[config.mk]
export PLATFORM = sky130hd
export DESIGN_NAME = wrh_update
export DESIGN_NICKNAME = d
export VERILOG_FILES = /design/src/hw/rtl/water_ripple_height_field_defines.svh /design/src/hw/rtl/wrh_pkg.sv /design/src/hw/rtl/wrh_update.sv
export SDC_FILE = /design/constraint.sdc
export NUM_CORES = 1
export LEC_CHECK = 0
export ABC_AREA = 1
export BUFFER_PORTS_ARGS = -buffer_cell sky130_fd_sc_hd__buf_4
export CORE_MARGIN = 3
export CORE_UTILIZATION = 30
export CTS_CLUSTER_SIZE = 24
export DETAILED_ROUTE_END_ITERATION = 8
export GPL_TIMING_DRIVEN = 0
export SETUP_SLACK_MARGIN = 0.05
export SLEW_MARGIN = 20
export SYNTH_ARGS = -nofsm -noshare
export SYNTH_HDL_FRONTEND = slang
export SYNTH_SLANG_ARGS = --single-unit
[constraint.sdc]
create_clock -name clock -period 9.7 [get_ports clock]
set_input_delay 1.94 -clock clock [delete_from_list [all_inputs] [get_ports clock]]
set_output_delay 1.94 -clock clock [all_outputs]
set_load 0.02 [all_outputs]
[src/hw/rtl/water_ripple_height_field_defines.svh]
// Assertion macros shared by the ripple height field RTL.
// Expects a clock named clock and an active-high synchronous reset named reset in scope.
`ifndef WATER_RIPPLE_HEIGHT_FIELD_DEFINES_SVH
`define WATER_RIPPLE_HEIGHT_FIELD_DEFINES_SVH

// Property that must hold in the same cycle as its trigger.
`define WRH_ASSERT_NOW(label, ante, cons, msg) \
   label: assert property (@(posedge clock) disable iff (reset) (ante) |-> (cons)) \
      else $error(msg);

// Property that must hold in the cycle after its trigger.
`define WRH_ASSERT_NEXT(label, ante, cons, msg) \
   label: assert property (@(posedge clock) disable iff (reset) (ante) |=> (cons)) \
      else $error(msg);

`endif

[src/hw/rtl/wrh_pkg.sv]
// Shared types and constants for the ripple height field block.
// No dependencies; used by the channel interfaces, wrh_update and the top level.
`default_nettype none

package wrh_pkg;

   localparam int KIND_W   = 2;
   localparam int COORD_W  = 6;
   localparam int HEIGHT_W = 16;
   localparam int SHIFT_W  = 4;

   localparam logic [SHIFT_W-1:0] DAMP_SHIFT_RESET = SHIFT_W'(4);

   typedef enum logic [KIND_W-1:0] {
      REQ_WRITE   = 2'd0,
      REQ_READ    = 2'd1,
      REQ_STEP    = 2'd2,
      REQ_UNKNOWN = 2'd3
   } kind_type;

   typedef enum logic [2:0] {
      S_CLEAR,
      S_IDLE,
      S_RD_ADDR,
      S_RD_DATA,
      S_STEP,
      S_DRAIN,
      S_STEP_DONE
   } state_type;

endpackage

`default_nettype wire

[src/hw/rtl/wrh_update.sv]
// Two-stage height update datapath for one interior cell of the ripple step.
// Depends on wrh_pkg for the shift width; instantiated by water_ripple_height_field.
`default_nettype none

module wrh_update #(
   parameter int HEIGHT_BITS = 16,
   parameter int ADDR_BITS   = 12
) (
   input  logic                              clock,
   input  logic                              reset,
   input  logic                              in_valid,
   input  logic [ADDR_BITS-1:0]              in_addr,
   input  logic signed [HEIGHT_BITS-1:0]     nb_up,
   input  logic signed [HEIGHT_BITS-1:0]     nb_left,
   input  logic signed [HEIGHT_BITS-1:0]     nb_right,
   input  logic signed [HEIGHT_BITS-1:0]     nb_down,
   input  logic signed [HEIGHT_BITS-1:0]     old_height,
   input  logic [wrh_pkg::SHIFT_W-1:0]       damp_shift,
   output logic                              wr_valid,
   output logic [ADDR_BITS-1:0]              wr_addr,
   output logic [HEIGHT_BITS-1:0]            wr_data
);

   // Three guard bits cover the four-way sum and the damping subtraction.
   localparam int VW = HEIGHT_BITS + 3;
   localparam logic signed [VW-1:0] H_MAX =
      VW'((longint'(1) <<< (HEIGHT_BITS - 1)) - longint'(1));
   localparam logic signed [VW-1:0] H_MIN =
      VW'(-(longint'(1) <<< (HEIGHT_BITS - 1)));

   logic signed [VW-1:0] nb_sum;
   logic signed [VW-1:0] v_in;
   logic signed [VW-1:0] v_ff;
   logic signed [VW-1:0] damped;
   logic                 valid_ff;
   logic [ADDR_BITS-1:0] addr_ff;

   // Stage one: half the neighbor sum minus the older height.
   always_comb begin
      nb_sum = VW'(nb_up) + VW'(nb_left) + VW'(nb_right) + VW'(nb_down);
      v_in   = (nb_sum >>> 1) - VW'(old_height);
   end

   always_ff @(posedge clock) begin
      if (reset) begin
         valid_ff <= 1'b0;
      end else begin
         valid_ff <= in_valid;
      end
   end

   always_ff @(posedge clock) begin
      v_ff    <= v_in;
      addr_ff <= in_addr;
   end

   // Stage two: damping and saturation to the storage width.
   always_comb begin
      damped = v_ff - (v_ff >>> damp_shift);
      priority if (damped > H_MAX) begin
         wr_data = H_MAX[HEIGHT_BITS-1:0];
      end else if (damped < H_MIN) begin
         wr_data = H_MIN[HEIGHT_BITS-1:0];
      end else begin
         wr_data = damped[HEIGHT_BITS-1:0];
      end
   end

   assign wr_valid = valid_ff;
   assign wr_addr  = addr_ff;

endmodule

`default_nettype wire
==> flow_summary.json <==
{
  "power_density_mw_per_mm2": 365.2,
  "fin_cells": 1170,
  "vias_per_cell": 4.350,
  "numCtsBuffers": 5,
  "placement.io_buffers": 127,
  "htree_levels": 2,
  "synth_area_mm2": 0.005210,
  "rsz0062_at_grt": "false",
  "path_max_fanout": 10,
  "drive_above_1_share_pct": 16.32,
  "fill_cells": 1911,
  "postRouteAntennaNets": 0,
  "seq_area_frac_synth_pct": 12.30,
  "ioPinCount": 128,
  "synth_edf_count": 0,
  "cts_tree": "yes",
  "die_h_um": 137.8,
  "holdPathEnd": "wr_addr[1]$_DFF_P_",
  "clock_sinks": 32,
  "start_kind": "input pin",
  "crit_path_frequent_cell": "nand2_1",
  "setup_tns_ns": 0,
  "slew_headroom_pct": 66.90,
  "layout_commonest_cell": "nand2_1",
  "max_stage_delay_ns": 0.42,
  "avgSynthCellArea_um2": 6.393,
  "synthFlopType": "dfxtp_1",
  "ctsLongestPathBuffers": 2,
  "hold_path_class": "in -> reg",
  "critPathTopFamily": "simple AND/OR/NAND/NOR gates",
  "grt_pass1_vias": 5031,
  "synth_area_leader_cell": "nand2_1",
  "yosysTopAreaCellShare_pct": 15.78,
  "slew_viol_final": 0,
  "setup_ws_ns": 2.541,
  "period_needed_ns": 7.159,
  "vdd_drop_max_v": 0.0003016,
  "fmax_mhz": 139.7,
  "place_inst": 1162,
  "core_mm2": 0.01682,
  "grt_start_max_net_pins": 12,
  "fp.dieArea_mm2": 0.01898,
  "worst_hold_path.num_cells": 1,
  "status": "finished, final reports clean",
  "antenna_found_initial": 0,
  "nNetsFinal": 1136,
  "critPathRequiredTime_ns": 7.76,
  "syn_inst": 815,
  "drt_pass1_iterations": 4,
  "root_buffer": "clkbuf_16",
  "arrival_ns": 5.22,
  "via_count": 5089,
  "ys_seq_elements": 32,
  "hpwlAfterDp_um": 11560,
  "tightest_slew_ns": 0.4913,
  "critPathSlowestCell": "fa_1",
  "critPathKind": "in -> out",
  "hold_ws_ns": 1.765,
  "hp-start": "in_addr[1]",
  "setup_viol": 0,
  "antennaDiodeCount": 0,
  "fin_total_pwr_mw": 2.413,
  "leakage_nw": 3.797,
  "drc": 0,
  "final_cell_mix": "nand2_1, inv_1, buf_4",
  "syn-num-nets": 1002,
  "finalCritPeriodShare_pct": 73.80,
  "drv_cap": 0,
  "post-place-ws_ns": 2.531,
  "hold_viol": 0,
  "initial_utilization_pct": 30.98,
  "worst-path-buf-inv": 6,
  "drt-initial-drc-count": 142,
  "rows": 47,
  "end_kind": "output pin",
  "synth_cell_type_count": 38,
  "grt_usage_pct": 13.79,
  "post-cts-setup-buffers": 0,
  "grt-ovfl-total": 0,
  "areaGrowthSynthToFinish_pct": 26.80,
  "async_reset_ff_share_pct": 0,
  "wl_per_cell_um": 10.82,
  "synthTopCellsByArea": "nand2_1, fa_1, inv_1",
  "grt_first_pass_wirelength_um": 21620,
  "cts_hold_buf": 0,
  "gp_congestion": 0.9003,
  "clk_pin_slew_worst_paths_ns": 0.05,
  "drt_wl_total_um": 12660,
  "postCtsResizedCells": 0,
  "yosysWarnings": 0,
  "die_x_um": 137.8
}
-- per-stage QoR --
stage,util [%],area [um^2]
after floorplan,-,5210
after global placement,38.28,6439
after detailed placement,38.28,6439
after CTS,39.28,6606
after global routing,39.28,6606
final,39.28,6606
-- worst max path at each step --
stage,startpoint,to,depth (start not counted)
detailed placement,damp_shift[0],wr_data[13],25
CTS,damp_shift[0],wr_data[13],25
finish,damp_shift[0],wr_data[13],25
global placement,damp_shift[0],wr_data[6],25
global route,damp_shift[0],wr_data[10],29
floorplan,damp_shift[0],wr_data[10],23
-- state kept, by name, summed over array words and instances, names as in the netlist --
register / count
wr_valid: 1
wr_addr: 12
v_ff: 19
-- power by group --
| part | total, mW | switching (mW) | internal (mW) | leakage (nW) |
|---|---|---|---|---|
| clock | 0.172 | 0.0515 | 0.120 | 0.0798 |
| sequential | 0.233 | 0.0440 | 0.189 | 0.270 |
| combinational | 2.01 | 1.20 | 0.808 | 3.45 |
| total | 2.41 | 1.30 | 1.12 | 3.80 |
-- synthesized netlist by cell type (2+ instances only) --
| cell type | number |
|---|---|
| buf_6 | 2 |
| clkbuf_1 | 8 |
| nand2_2 | 9 |
| nand4_1 | 3 |
| nor3_1 | 4 |
| a31oi_1 | 7 |
| o21bai_1 | 6 |
| o21ai_0 | 49 |
| nand3_1 | 36 |
| fa_1 | 35 |
| xor2_1 | 31 |
| nor2_1 | 37 |
| ha_1 | 53 |
| inv_1 | 185 |
| a21o_1 | 2 |
| a21oi_1 | 58 |
| o211ai_1 | 3 |
| and3_1 | 2 |
| inv_2 | 2 |
| dfxtp_1 | 32 |
| nand2_1 | 219 |
| mux2i_1 | 5 |
| xnor2_1 | 10 |
| buf_2 | 3 |
-- metal layers --
metal / share of wire (%) / vias to the layer above / GRT usage (%)
met5: 0 / - / 0
met4: 1.6 / 0 / 4.116
met3: 5.5 / 13 / 2.447
met2: 49 / 112 / 25.05
met1: 44 / 2169 / 16.50
li1: - / 2795 / -
-- kinds of logic (layout without fill, tap and decap cells) --
kind of cell | after synthesis | count (layout) | share of synthesized area (%)
simple gates | 315 | 315 | 24.66
buf+inv | 200 | 335 | 14.77
compound gates | 134 | 134 | 14.24
fa+ha+maj | 88 | 88 | 26.18
xor+xnor | 41 | 41 | 6.892
flops | 32 | 32 | 12.30
mux | 5 | 5 | 0.9607
-- final cells by class --
cell class                 instances  area, um^2  share of cell area, %
buffer                            13       67.56                  1.023
clock buffer                       5       125.1                  1.894
clock inverter                     3       42.54                 0.6439
inverter                         187       701.9                  10.62
multi-input combinational        583        3800                  57.52
sequential                        32       640.6                  9.697
tap                              220       275.3                  4.167
timing repair buffer             127       953.4                  14.43
Note: power is estimated with default switching activity, not from simulation.
